--- src/design/assert_macros.svh ---
// Assertion macros used by the deque top level
`ifndef ASSERT_MACROS_SVH
`define ASSERT_MACROS_SVH

// Check a property on every rising clock edge outside reset
`define ASSERT_CLK(lbl, prop, msg) \
	lbl: assert property (@(posedge clk) disable iff (!arst_n) (prop)) else $error(msg);

// Check that a condition never holds on a rising clock edge outside reset
`define ASSERT_NEVER(lbl, cond, msg) \
	lbl: assert property (@(posedge clk) disable iff (!arst_n) !(cond)) else $error(msg);

`endif

--- src/design/deq_pkg.sv ---
// Types and constants shared by the deque modules
`timescale 1ns / 1ps

package deq_pkg;

	localparam int DATA_W  = 32;
	localparam int COUNT_W = 5;

	typedef enum logic [1:0] {
		MODE_PUSH_FRONT = 2'd0,
		MODE_PUSH_BACK  = 2'd1,
		MODE_POP_FRONT  = 2'd2,
		MODE_POP_BACK   = 2'd3
	} deq_mode_t;

	typedef struct packed {
		logic is_empty;
		logic is_full;
		logic ignored;
	} deq_flags_t;

endpackage

--- src/design/deq_ram.sv ---
// Ring storage: one write port, one registered read port
`timescale 1ns / 1ps

module deq_ram #(
	parameter int DEPTH = 16,
	parameter int WIDTH = 32,
	localparam int AW = (DEPTH > 1) ? $clog2(DEPTH) : 1
) (
	input  logic             clk,
	input  logic             we,
	input  logic [AW-1:0]    waddr,
	input  logic [WIDTH-1:0] wdata,
	input  logic             re,
	input  logic [AW-1:0]    raddr,
	output logic [WIDTH-1:0] rdata
);

	logic [WIDTH-1:0] mem [DEPTH];

	always_ff @(posedge clk) begin
		if (we) begin
			mem[waddr] <= wdata;
		end
	end

	always_ff @(posedge clk) begin
		if (re) begin
			rdata <= mem[raddr];
		end
	end

endmodule

--- src/design/deq_ctrl.sv ---
// Head, count and end-value tracking with ring read and write control
`timescale 1ns / 1ps

module deq_ctrl #(
	parameter int DEPTH = 16,
	localparam int AW = (DEPTH > 1) ? $clog2(DEPTH) : 1
) (
	input  logic                             clk,
	input  logic                             arst_n,
	input  logic                             start,
	output logic                             busy,
	input  logic [1:0]                       mode,
	input  logic signed [deq_pkg::DATA_W-1:0] value,
	output logic                             done,
	output logic signed [deq_pkg::DATA_W-1:0] front_value,
	output logic signed [deq_pkg::DATA_W-1:0] back_value,
	output logic [deq_pkg::COUNT_W-1:0]      entry_count,
	output deq_pkg::deq_flags_t              flags,
	output logic                             ram_we,
	output logic [AW-1:0]                    ram_waddr,
	output logic [deq_pkg::DATA_W-1:0]       ram_wdata,
	output logic                             ram_re,
	output logic [AW-1:0]                    ram_raddr,
	input  logic [deq_pkg::DATA_W-1:0]       ram_rdata
);

	import deq_pkg::*;

	localparam int CW = $clog2(DEPTH + 1);
	localparam int SW = CW + 1;

	logic [AW-1:0]             head_q;
	logic [CW-1:0]             count_q;
	logic signed [DATA_W-1:0]  front_q;
	logic signed [DATA_W-1:0]  back_q;
	logic                      valid_s1;
	logic                      rd_front_s1;
	logic                      rd_back_s1;
	logic                      ignored_s1;

	logic                      accept;
	logic                      empty;
	logic                      full;
	logic                      many;
	logic [AW-1:0]             head_inc;
	logic [AW-1:0]             head_dec;
	logic [SW-1:0]             tail_sum;
	logic [SW-1:0]             back_sum;
	logic [AW-1:0]             tail_idx;
	logic [AW-1:0]             prev_back_idx;
	deq_mode_t                 op;

	logic [AW-1:0]             head_d;
	logic [CW-1:0]             count_d;
	logic signed [DATA_W-1:0]  front_d;
	logic signed [DATA_W-1:0]  back_d;
	logic                      skip_d;
	logic                      rd_front_d;
	logic                      rd_back_d;

	assign accept = start && !valid_s1;
	assign busy   = valid_s1;
	assign op     = deq_mode_t'(mode);

	assign empty = (count_q == '0);
	assign full  = (count_q == CW'(DEPTH));
	assign many  = (count_q >= CW'(2));

	assign head_inc = (head_q == AW'(DEPTH - 1)) ? '0 : head_q + AW'(1);
	assign head_dec = (head_q == '0) ? AW'(DEPTH - 1) : head_q - AW'(1);

	assign tail_sum = SW'(head_q) + SW'(count_q);
	assign back_sum = SW'(head_q) + SW'(count_q) - SW'(2);
	assign tail_idx = AW'((tail_sum >= SW'(DEPTH)) ? tail_sum - SW'(DEPTH) : tail_sum);
	assign prev_back_idx = AW'((back_sum >= SW'(DEPTH)) ? back_sum - SW'(DEPTH) : back_sum);

	always_comb begin
		head_d     = head_q;
		count_d    = count_q;
		front_d    = front_q;
		back_d     = back_q;
		skip_d     = 1'b0;
		rd_front_d = 1'b0;
		rd_back_d  = 1'b0;
		ram_we     = 1'b0;
		ram_waddr  = head_dec;
		ram_re     = 1'b0;
		ram_raddr  = head_inc;
		case (op)
			MODE_PUSH_FRONT: begin
				if (full) begin
					skip_d = 1'b1;
				end else begin
					head_d    = head_dec;
					count_d   = count_q + CW'(1);
					front_d   = value;
					ram_we    = accept;
					ram_waddr = head_dec;
					if (empty) begin
						back_d = value;
					end
				end
			end
			MODE_PUSH_BACK: begin
				if (full) begin
					skip_d = 1'b1;
				end else begin
					count_d   = count_q + CW'(1);
					back_d    = value;
					ram_we    = accept;
					ram_waddr = tail_idx;
					if (empty) begin
						front_d = value;
					end
				end
			end
			MODE_POP_FRONT: begin
				if (empty) begin
					skip_d = 1'b1;
				end else begin
					head_d     = head_inc;
					count_d    = count_q - CW'(1);
					rd_front_d = many;
					ram_re     = accept && many;
					ram_raddr  = head_inc;
				end
			end
			MODE_POP_BACK: begin
				if (empty) begin
					skip_d = 1'b1;
				end else begin
					count_d   = count_q - CW'(1);
					rd_back_d = many;
					ram_re    = accept && many;
					ram_raddr = prev_back_idx;
				end
			end
			default: begin
				skip_d = 1'b1;
			end
		endcase
	end

	assign ram_wdata = value;

	always_ff @(posedge clk or negedge arst_n) begin
		if (!arst_n) begin
			head_q      <= '0;
			count_q     <= '0;
			valid_s1    <= 1'b0;
			rd_front_s1 <= 1'b0;
			rd_back_s1  <= 1'b0;
			ignored_s1  <= 1'b0;
		end else begin
			valid_s1 <= accept;
			if (accept) begin
				head_q      <= head_d;
				count_q     <= count_d;
				rd_front_s1 <= rd_front_d;
				rd_back_s1  <= rd_back_d;
				ignored_s1  <= skip_d;
			end
		end
	end

	// hold the end values; pick up the new end from the ring after a pop
	always_ff @(posedge clk) begin
		if (accept) begin
			front_q <= front_d;
			back_q  <= back_d;
		end else if (valid_s1) begin
			if (rd_front_s1) begin
				front_q <= ram_rdata;
			end
			if (rd_back_s1) begin
				back_q <= ram_rdata;
			end
		end
	end

	assign done        = valid_s1;
	assign front_value = empty ? '0 : (rd_front_s1 ? ram_rdata : front_q);
	assign back_value  = empty ? '0 : (rd_back_s1 ? ram_rdata : back_q);
	assign entry_count = COUNT_W'(count_q);

	always_comb begin
		flags          = '0;
		flags.is_empty = empty;
		flags.is_full  = full;
		flags.ignored  = ignored_s1;
	end

endmodule

--- src/design/double_ended_queue_unit.sv ---
// Top level of the double-ended queue of signed 32-bit values
`timescale 1ns / 1ps

// Double-ended queue held in a ring of DEPTH entries.
// Command channel: a beat (mode, value) is taken at a rising edge with start
// high and busy low. mode selects push front, push back, pop front or pop back;
// value is used by pushes only.
// Result channel: done is high for exactly one cycle, the cycle that follows
// the edge that takes the command.
// front_value, back_value, entry_count, is_empty, is_full and ignored are
// valid while done is high; the receiver cannot hold them off.
// The result comes in the cycle after the command edge. No new command is
// taken while the result is out: busy is high during the result cycle of
// every command, which covers the registered read of the ring memory that
// fetches the new end value after a pop.
// A push on a full queue or a pop on an empty queue changes nothing and sets
// ignored. End values read as 0 while the queue is empty.
// Reset (arst_n low) empties the queue at once; ring contents are left as is.

module double_ended_queue_unit #(
	parameter int DEPTH = 16
) (
	input  logic                              clk,
	input  logic                              arst_n,
	input  logic                              start,
	output logic                              busy,
	input  logic [1:0]                        mode,
	input  logic signed [deq_pkg::DATA_W-1:0]  value,
	output logic                              done,
	output logic signed [deq_pkg::DATA_W-1:0]  front_value,
	output logic signed [deq_pkg::DATA_W-1:0]  back_value,
	output logic [deq_pkg::COUNT_W-1:0]       entry_count,
	output logic                              is_empty,
	output logic                              is_full,
	output logic                              ignored
);

	import deq_pkg::*;

	`include "assert_macros.svh"

	localparam int AW = (DEPTH > 1) ? $clog2(DEPTH) : 1;

	deq_flags_t          flags;
	logic                ram_we;
	logic [AW-1:0]       ram_waddr;
	logic [DATA_W-1:0]   ram_wdata;
	logic                ram_re;
	logic [AW-1:0]       ram_raddr;
	logic [DATA_W-1:0]   ram_rdata;

	deq_ctrl #(
		.DEPTH(DEPTH)
	) u_ctrl (
		.clk        (clk),
		.arst_n     (arst_n),
		.start      (start),
		.busy       (busy),
		.mode       (mode),
		.value      (value),
		.done       (done),
		.front_value(front_value),
		.back_value (back_value),
		.entry_count(entry_count),
		.flags      (flags),
		.ram_we     (ram_we),
		.ram_waddr  (ram_waddr),
		.ram_wdata  (ram_wdata),
		.ram_re     (ram_re),
		.ram_raddr  (ram_raddr),
		.ram_rdata  (ram_rdata)
	);

	deq_ram #(
		.DEPTH(DEPTH),
		.WIDTH(DATA_W)
	) u_ram (
		.clk  (clk),
		.we   (ram_we),
		.waddr(ram_waddr),
		.wdata(ram_wdata),
		.re   (ram_re),
		.raddr(ram_raddr),
		.rdata(ram_rdata)
	);

	assign is_empty = flags.is_empty;
	assign is_full  = flags.is_full;
	assign ignored  = flags.ignored;

	`ASSERT_CLK(a_result_follows_cmd, (start && !busy) |=> done, "no result after command")
	`ASSERT_CLK(a_single_result, done |=> !done, "result repeated")
	`ASSERT_NEVER(a_empty_values, done && is_empty && (front_value != '0 || back_value != '0),
		"nonzero end value on empty queue")
	`ASSERT_NEVER(a_ram_port_clash, ram_we && ram_re, "ring read and write in one cycle")

endmodule
--- config.mk ---
export PLATFORM = sky130hd
export DESIGN_NAME = double_ended_queue_unit
export DESIGN_NICKNAME = d
export VERILOG_FILES = /design/src/design/deq_pkg.sv /design/src/design/deq_ram.sv /design/src/design/deq_ctrl.sv /design/src/design/double_ended_queue_unit.sv
export VERILOG_INCLUDE_DIRS = /design/src /design/src/design
export SDC_FILE = /design/constraint.sdc
export NUM_CORES = 1
export LEC_CHECK = 0
export BUFFER_PORTS_ARGS = -buffer_cell sky130_fd_sc_hd__buf_2
export CORE_UTILIZATION = 52
export DETAILED_ROUTE_END_ITERATION = 8
export GPL_TIMING_DRIVEN = 0
export PLACE_DENSITY = 0.74
export SKIP_LAST_GASP = 1
export SLEW_MARGIN = 20
export SYNTH_ARGS = -nofsm -noshare
export SYNTH_HDL_FRONTEND = slang
export SYNTH_SLANG_ARGS = --single-unit
--- constraint.sdc ---
create_clock -name clk -period 4.77 [get_ports clk]
set_clock_uncertainty 0.05 [all_clocks]
set_input_delay 0.7155 -clock clk [delete_from_list [all_inputs] [get_ports clk]]
set_output_delay 0.7155 -clock clk [all_outputs]
set_load 0.05 [all_outputs]
==> out/summary.txt, run 1 <==
Top Ports = 111
DRC viols = 0
DP Area = 29220 sq um
GR Util All Layers = 29.61%
Clk_lat worst skew = 0.63 ns
EDFF count, synth = 608
Layout Cells excl Fill = 2956
Root buf cell = clkbuf_16
Vias/cell = 6.420
Die footprint = 53190 sq um
Die span in x = 230.6 um
Biggest area consumer among synthesized cells = edfxtp_1
Vias in the first global route = 18232
Post-synth design cell area = 27180 sq um
Mapped Nets = 2080
Drt first-iter violations = 2793
IO Port Bufs = 109
CTS Buf Count = 60
Worst path arrival time = 4.79 ns
DRT met1 WL = 30060 um
Cells taking the most area after synthesis = edfxtp_1 67%, mux2i_1 8.9%, nand2_1 3.7%
Overflow after GRT = 0
TritonCTS clock tree = done
FILL cells = 3942
Layout cells sized above 1 = 12.48%
Startpoint Class = register
FP Rows = 83
Final setup TNS = 0 ns
Global-route wire length before repair = 115800 um
Final hold vios = 0
Tcrit/Tclk final = 94.46%
Drt pass-1 iters = 6
Wire per inst = 26.63 um
Ys async rst share = 2.093%
RSZ-0062 raised after global routing = no
Share of the synthesized area in the top cell type = 67.18%
Pin count of the biggest net entering global routing = 33
Inst Count DP = 2846
Starting Density = 52.76%
Max clock buf depth = 3
Setup crit end kind = register
Final GP Congestion = 0.8986
Count leader, synth = edfxtp_1
Fin nets = 2275
Final WL = 78720 um
Worst slew pin tran = 1.239 ns
Initial antenna violation count = 6
Post-synth cell types = 46
Sequential cell area fraction in the yosys report = 68.37%
Maxcap violations = 0
Die Height = 230.6 um
Post-DP HPWL = 53060 um
Via count = 18978
Setup Crit Path Kind = reg2reg
Avg Cell Area, Syn = 13.37 sq um
WL met3 = 9158 um
Final instance area = 31090 sq um
Ys Warns = 0
FMAX = 0.2219 GHz
Htree depth = 2
Seq cells post-synth = 621
Clk slew on worst S/H paths = 0.06 ns
Synth cell count leaders = 608 x edfxtp_1, 266 x nand2_1, 242 x mux2i_1, 184 x nor2_1, 162 x a21oi_1
CTS Sinks = 621
Met2 WL = 36240 um
Gate count of the mapped netlist = 2033
CP Max Fanout = 10
ANT nets after route = 0
Max Transition Viols Final = 0
Post-CTS Setup Inserts = 0
Final min period = 4.506 ns
Min-Delay Path Class = in2reg
Status = finished, final reports clean
Final setup vio count = 0
CP Data Required Time = 5.05 ns
Top sig layer = met5
Prevailing post-synth register cell = edfxtp_1
Area grow syn2layout = 14.38%
Std-Cell Core Area = 51510 sq um
Slew margin rel. = 17.37%
==> per-stage QoR <==
stage,worst slack (ns),hold slack [ns],utilization (%)
detailed placement,0.2043,0.4466,56.72
floorplan,0.3672,0.3699,-
finish,0.2641,0.4406,60.35
global placement,-1.354,0.4228,55.48
CTS,0.1207,0.4182,60.35
global route,0.1081,0.4311,60.35
==> critical path, stage by stage (launching register included) <==
cell and delay (ns):
dfrtp_1 0.51, or4_4 0.62, o21ai_4 0.30, mux2_2 0.43, buf_4 0.21, nor2_1 0.58
clkbuf_1 0.72, a32oi_1 0.28, nand4_1 0.30, o21ai_1 0.19
==> cell families (layout without fill, tap and decap cells) <==
family | after synthesis | after routing | synth area share (%)
compound gates | 419 | 419 | 10.43
buf+inv | 162 | 404 | 2.624
fa+ha+maj | 10 | 10 | 0.5156
xor+xnor | 15 | 15 | 0.4834
other cells | 0 | 1 | 0
flops | 621 | 621 | 68.37
mux | 246 | 246 | 9.078
simple gates | 560 | 560 | 8.494
==> cell type report <==
| cell class | instances | area, sq um | area share, % |
|---|---|---|---|
| Tap cell | 680 | 850.8 | 2.737 |
| Multi-Input combinational cell | 1250 | 8023 | 25.81 |
| Timing Repair Buffer | 134 | 1057 | 3.401 |
| Buffer | 150 | 674.4 | 2.169 |
| Antenna cell | 1 | 2.502 | 0.008050 |
| Clock inverter | 36 | 284.0 | 0.9136 |
| Sequential cell | 621 | 18580 | 59.78 |
| Inverter | 11 | 41.29 | 0.1328 |
| Clock buffer | 73 | 1572 | 5.055 |
==> registers in the layout, indices dropped and copies added (netlist names) <==
| name | count |
|---|---|
| u_ram.mem | 512 |
| u_ctrl.head_q | 4 |
| u_ctrl.rd_back_s1 | 1 |
| u_ctrl.front_q | 32 |
| u_ctrl.back_q | 32 |
| u_ctrl.entry_count | 5 |
| u_ctrl.ignored_s1 | 1 |
| u_ctrl.rd_front_s1 | 1 |
| u_ram.rdata | 32 |
| u_ctrl.busy | 1 |
==> cell usage in the layout (no fill, tap or decap), drive strengths merged, types with 29 or more instances in the layout <==
master     n
nand3     64
clkinv    29
a22oi     65
a21oi    162
nand2    266
a221o     30
buf      188
clkbuf   168
mux2i    242
nor2     184
o2111ai   60
a32oi     31
edfxtp   608
nand4     30
o21ai     48
==> per-layer routing <==
metal / GRT usage, % / vias to the layer above
li1: - / 8194
met1: 40.60 / 9404
met2: 45.62 / 1192
met3: 6.707 / 182
met4: 12.62 / 6
met5: 0 / -
==> worst paths after layout <==
kind	start	end	slack (ns)	cells past startpoint
hold / removal	value[30]	u_ram.mem[11][30]	0.44	1
setup / recovery	u_ctrl.entry_count[1]	u_ram.rdata[7]	0.26	9
max in group asynchronous	arst_n	u_ctrl.entry_count[4]	3.89	2
min in group asynchronous	arst_n	u_ctrl.head_q[2]	0.50	2
setup reg to reg	u_ctrl.entry_count[1]	u_ram.rdata[7]	0.26	9
hold reg to reg	u_ctrl.ignored_s1	u_ctrl.ignored_s1	0.45	2
==> timing repair <==
| action | CTS | global route |
|---|---|---|
| gates resized for setup | 3 | 1 |
| endpoints found under the setup margin | 33 | 22 |
| hold buffers | 1 | 0 |
| hold endpoints to repair | 13 | 0 |
Power of run 1 is not shown: default switching activity piles up to over one toggle a cycle in this logic, so the estimate is an artifact.
==> run 2, diff against run 1 <==
- PLACE_DENSITY: 0.74 -> 0.69
==> out/summary.txt, run 2 (same netlist as run 1, synthesis figures left out) <==
DP Area = 29160 sq um (-0.18%)
ANT cells = 0 (-1)
Max clock buf depth = 3 (unchanged)
IO Port Bufs = 109 (unchanged)
Max VDD drop = 493.1 uV
Htree depth = 2 (unchanged)
PwrDens = 788.0 nW/um^2
Max Transition Viols Final = 0 (unchanged)
DRC viols = 0 (unchanged)
ANT nets after route = 0 (unchanged)
CTS Sinks = 621 (unchanged)
Post-CTS Setup Inserts = 0 (unchanged)
Std-Cell Core Area = 51510 sq um (unchanged)
Overflow after GRT = 0 (unchanged)
Status = finished, final reports clean
Worst path arrival time = 4.87 ns (+0.08 ns)
Setup crit end kind = register
Die Height = 230.6 um (unchanged)
Top Ports = 111 (unchanged)
FP Rows = 83 (unchanged)
Area grow syn2layout = 14.40% (about the same)
Commonest non-fill, non-tap cells in the layout = 608 x edfxtp_1, 266 x nand2_1, 241 x mux2i_1
Power share of the combinational group = 52.3%
Most common cell after layout, fill and taps aside = edfxtp_1
Final setup vio count = 0 (unchanged)
Maxcap violations = 0 (unchanged)
Initial antenna violation count = 1 (-5)
Worst slew pin tran = 1.041 ns (-0.1986 ns)
P_int = 0.01327 W
Total power = 0.02450 W
GR Util All Layers = 29.45% (-0.16 points)
Final instance area = 31090 sq um (about the same)
Startpoint Class = register
Die span in x = 230.6 um (unchanged)
Sw Pwr = 0.01124 W
Pin count of the biggest net entering global routing = 33 (unchanged)
Min-Delay Path Class = in2reg
Switching Share = 45.86%
Final GP Congestion = 0.8828 (-1.8%)
Vias in the first global route = 18256 (+0.13%)
CTS Buf Count = 61 (+1.7%)
Via count = 19006 (+0.15%)
FMAX = 0.2187 GHz (-1.5%)
Layout cells sized above 1 = 12.54% (+0.060 points)
Final hold vios = 0 (unchanged)
Top reg by flops = u_ram.mem
Clk slew on worst S/H paths = 0.06 ns (about the same)
RSZ-0062 raised after global routing = no
Sequential Power Share = 28.8%
Die footprint = 53190 sq um (unchanged)
TritonCTS clock tree = done
Clk_lat worst skew = 0.64 ns (about the same)
Root buf cell = clkbuf_16
Fin nets = 2275 (unchanged)
Post-DP HPWL = 53100 um (about the same)
Final WL = 78840 um (+0.15%)
Final min period = 4.573 ns (+0.06752 ns)
Number of flip-flops in the largest register = 512 (unchanged)
Drt first-iter violations = 2309 (-17%)
Tcrit/Tclk final = 95.88% (+1.4 points)
Setup Crit Path Kind = reg2reg
Wire per inst = 26.63 um (about the same)
Vias/cell = 6.421 (about the same)
CP Max Fanout = 10 (unchanged)
Slew margin rel. = 30.61% (+13 points)
Global-route wire length before repair = 115400 um (-0.36%)
CP Data Required Time = 5.07 ns (+0.02 ns)
Clock power share = 18.9%
Lkg Pwr = 10.73 nW
Starting Density = 52.76% (unchanged)
Drt pass-1 iters = 7 (+1)
==> run 2: cell types whose count changed in the layout (fill, tap and decap cells not counted), moves of 2 or more <==
cell      before  now
clkinv_2       9   12
clkbuf_2       2    4
clkbuf_1     105  110
clkinv_1      19   17
buf_12        11    8
==> run 2: routing by layer <==
metal  GRT usage, %  part of all wire (%)  vias to the layer above
met5              0                     0                        -
met4          11.30                   3.7                        0
met3          5.558                    10                      172
met2          45.89                    46                     1152
met1          41.17                    40                     9485
li1               -                     -                     8197
==> run 2: through the flow <==
| stage | TNS, ns | instances | hold slack [ns] | worst slack (ns) | utilization (%) |
|---|---|---|---|---|---|
| 2_1_floorplan | 0 | 2033 | 0.3699 | 0.3672 | - |
| 3_3_place_gp | -491.78 | 2822 | 0.4274 | -1.306 | 55.48 |
| 3_5_place_dp | 0 | 2844 | 0.4387 | 0.1926 | 56.62 |
| 4_1_cts | 0 | 2960 | 0.4006 | 0.02176 | 60.35 |
| 5_1_grt | 0 | 2960 | 0.4226 | 0.06258 | 60.36 |
| 6_report | 0 | 2960 | 0.4308 | 0.1966 | 60.36 |
==> run 2: layout make-up <==
cell class	count	area, sq um
tap	680	850.8
inverter	11	41.29
clock inverter	36	294.0
sequential	621	18580
fill	4047	20420
multi-input combinational	1250	8023
timing repair buffer	132	1005
buffer	151	679.4
clock buffer	79	1615
==> run 2: critical path: stages, from the launching register on <==
cell and delay [ns]:
dfrtp_1 0.48, ha_1 0.28, fa_1 0.38, xnor2_1 0.45, xnor2_1 0.16, mux2_2 0.38
nor2_1 0.63, clkbuf_1 0.71, a32oi_1 0.29, nand4_1 0.30, o21ai_1 0.16
==> run 2: final timing paths <==
kind | startpoint | to | slack (ns) | cells after the start
min | value[0] | u_ram.mem[0][0] | 0.43 | 1
min reg2reg | u_ctrl.ignored_s1 | u_ctrl.ignored_s1 | 0.45 | 2
min in group asynchronous | arst_n | u_ctrl.rd_front_s1 | 0.49 | 2
max | u_ctrl.entry_count[0] | u_ram.rdata[8] | 0.20 | 10
max in group asynchronous | arst_n | u_ctrl.head_q[2] | 3.92 | 2
max reg2reg | u_ctrl.entry_count[0] | u_ram.rdata[8] | 0.20 | 10
==> run 2: what timing repair did <==
action	in CTS	in global routing
endpoints found under the setup margin	53	50
hold buffers	1	0
gates resized for setup	3	4
endpoints found under the hold margin	13	0
==> run 2: power groups by stage <==
stage / combinational (W) / sequential (W) / clock, W
floorplan: 0.00804 / 0.00717 / 0
CTS: 0.0126 / 0.00704 / 0.00467
global route: 0.0135 / 0.00709 / 0.00487
finish: 0.0128 / 0.00705 / 0.00464
global placement: 0.0121 / 0.00716 / 0
detailed placement: 0.0125 / 0.00715 / 0
No activity file was read; power rests on OpenSTA's default activity.
==> run 3, diff against run 2 <==
==> constraint.sdc (replaced) <==
create_clock -name clk -period 4.77 [get_ports clk]
set_clock_uncertainty 0.05 [all_clocks]
set_input_delay 0.2385 -clock clk [delete_from_list [all_inputs] [get_ports clk]]
set_output_delay 0.2385 -clock clk [all_outputs]
set_load 0.05 [all_outputs]
==> out/summary.txt, run 3 (same netlist as run 1, synthesis figures left out) <==
Status = finished, final reports clean
Max VDD drop = 495.4 uV (+0.46%)
Final hold vios = 0 (unchanged)
Drt pass-1 iters = 6 (-1)
Most common cell after layout, fill and taps aside = edfxtp_1
Tcrit/Tclk final = 98.25% (+2.4 points)
Layout cells sized above 1 = 12.16% (-0.38 points)
Vias in the first global route = 18367 (+0.61%)
Overflow after GRT = 0 (unchanged)
ANT cells = 0 (unchanged)
Setup crit end kind = output port
Via count = 18981 (-0.13%)
Fin nets = 2306 (+1.4%)
Startpoint Class = register
FMAX = 0.2134 GHz (-2.4%)
GR Util All Layers = 29.58% (+0.13 points)
Max clock buf depth = 3 (unchanged)
Top reg by flops = u_ram.mem
Number of flip-flops in the largest register = 512 (unchanged)
Top Ports = 111 (unchanged)
Maxcap violations = 0 (unchanged)
CTS Buf Count = 61 (unchanged)
PwrDens = 781.4 nW/um^2 (-0.85%)
Pin count of the biggest net entering global routing = 33 (unchanged)
Vias/cell = 6.346 (-1.2%)
Clk slew on worst S/H paths = 0.06 ns (about the same)
Max Transition Viols Final = 0 (unchanged)
Clk_lat worst skew = 0.65 ns (about the same)
Die footprint = 53190 sq um (unchanged)
FP Rows = 83 (unchanged)
Std-Cell Core Area = 51510 sq um (unchanged)
Setup Crit Path Kind = reg2out
CP Data Required Time = 4.48 ns (-0.59 ns)
Die span in x = 230.6 um (unchanged)
RSZ-0062 raised after global routing = no
Worst path arrival time = 4.40 ns (-0.47 ns)
IO Port Bufs = 109 (unchanged)
Total power = 0.02453 W (+0.12%)
Commonest non-fill, non-tap cells in the layout = 608 x edfxtp_1, 266 x nand2_1, 241 x mux2i_1
Final min period = 4.686 ns (+0.1130 ns)
Post-DP HPWL = 53100 um (unchanged)
Lkg Pwr = 10.84 nW (+1.0%)
Area grow syn2layout = 15.51%
Final WL = 79090 um (+0.32%)
Initial antenna violation count = 1 (unchanged)
Min-Delay Path Class = in2reg
CTS Sinks = 621 (unchanged)
Drt first-iter violations = 2171 (-6.0%)
ANT nets after route = 0 (unchanged)
Htree depth = 2 (unchanged)
Final worst slack = 0.08362 ns (-0.1130 ns)
Final GP Congestion = 0.8828 (unchanged)
Slew margin rel. = 30.29% (-0.33 points)
FILL cells = 4021 (-0.64%)
Final setup vio count = 0 (unchanged)
CP Max Fanout = 10 (unchanged)
Starting Density = 52.76% (unchanged)
Global-route wire length before repair = 115800 um (+0.41%)
Worst slew pin tran = 1.046 ns (+0.004886 ns)
DRC viols = 0 (unchanged)
Root buf cell = clkbuf_16
Post-CTS Setup Inserts = 0 (unchanged)
Setup WS pre-CTS = 0.3555 ns (+0.1629 ns)
Wire per inst = 26.44 um (-0.72%)
Die Height = 230.6 um (unchanged)
TritonCTS clock tree = done
==> run 3: cell count changes in the layout (fill, tap and decap cells not counted) <==
cell           before  now
buf_2             138  136
clkbuf_2            4    1
buf_1              11   15
clkbuf_1          110  111
dlygate4sd3_1       1   32
==> run 3: critical path, stage by stage, from the launching register on <==
cell      delay, ns
dfrtp_1        0.38
clkbuf_1       0.25
nor4_1         0.39
nand2_1        0.45
inv_1          0.17
clkbuf_1       0.53
clkbuf_2       0.44
buf_1          0.59
nor2_1         0.27
buf_2          0.29
==> run 3: cell type report <==
cell class                 instances  area, sq um  area share, %
sequential                       621        18580          59.19
clock inverter                    36        294.0         0.9366
clock buffer                      79         1615          5.145
multi-input combinational       1250         8023          25.55
tap                              680        850.8          2.710
timing repair buffer             163         1315          4.189
buffer                           151        673.1          2.144
inverter                          11        41.29         0.1315
==> run 3: timing repair <==
item                                    in CTS  in global routing
resized for setup                            0                  2
endpoints found under the hold margin      442                  0
endpoints found under the setup margin       0                  9
hold buffers                                32                  0
==> run 3: worst paths after layout <==
check	start	end	slack, ns	cells after the start
setup / recovery	u_ctrl.entry_count[4]	back_value[29]	0.08	9
hold / removal	value[19]	u_ram.mem[5][19]	0.03	1
setup reg to reg	u_ctrl.entry_count[0]	u_ram.rdata[8]	0.23	10
hold reg to reg	u_ctrl.ignored_s1	u_ctrl.ignored_s1	0.47	2
max in group asynchronous	arst_n	u_ctrl.head_q[2]	3.02	4
min in group asynchronous	arst_n	u_ctrl.head_q[3]	0.45	3
==> run 3: per-stage QoR <==
step                      area [sq um]  TNS [ns]  cells  util [%]  hold slack [ns]
after floorplan                  27180         0   2033         -          -0.1071
after global placement           28570   -430.11   2822     55.48          0.09874
after detailed placement         29160         0   2844     56.62           0.1003
after CTS                        31390         0   2991     60.95         0.001111
after global routing             31400         0   2991     60.95         0.008832
final                            31400         0   2991     60.95          0.02780
==> run 3: routing by layer <==
metal	routed length [um]	global-route usage (%)
met4	3074	11.57
met3	8185	5.595
met2	36160	46.13
met1	31670	41.20
met5	0	0
==> run 3: where the power goes <==
group	leakage (nW)	switching (W)	total [W]	internal, W
clock	0.929	0.00205	0.00465	0.00260
sequential	5.67	0.000249	0.00705	0.00680
combinational	4.24	0.00896	0.0128	0.00388
total	10.8	0.0113	0.0245	0.0133
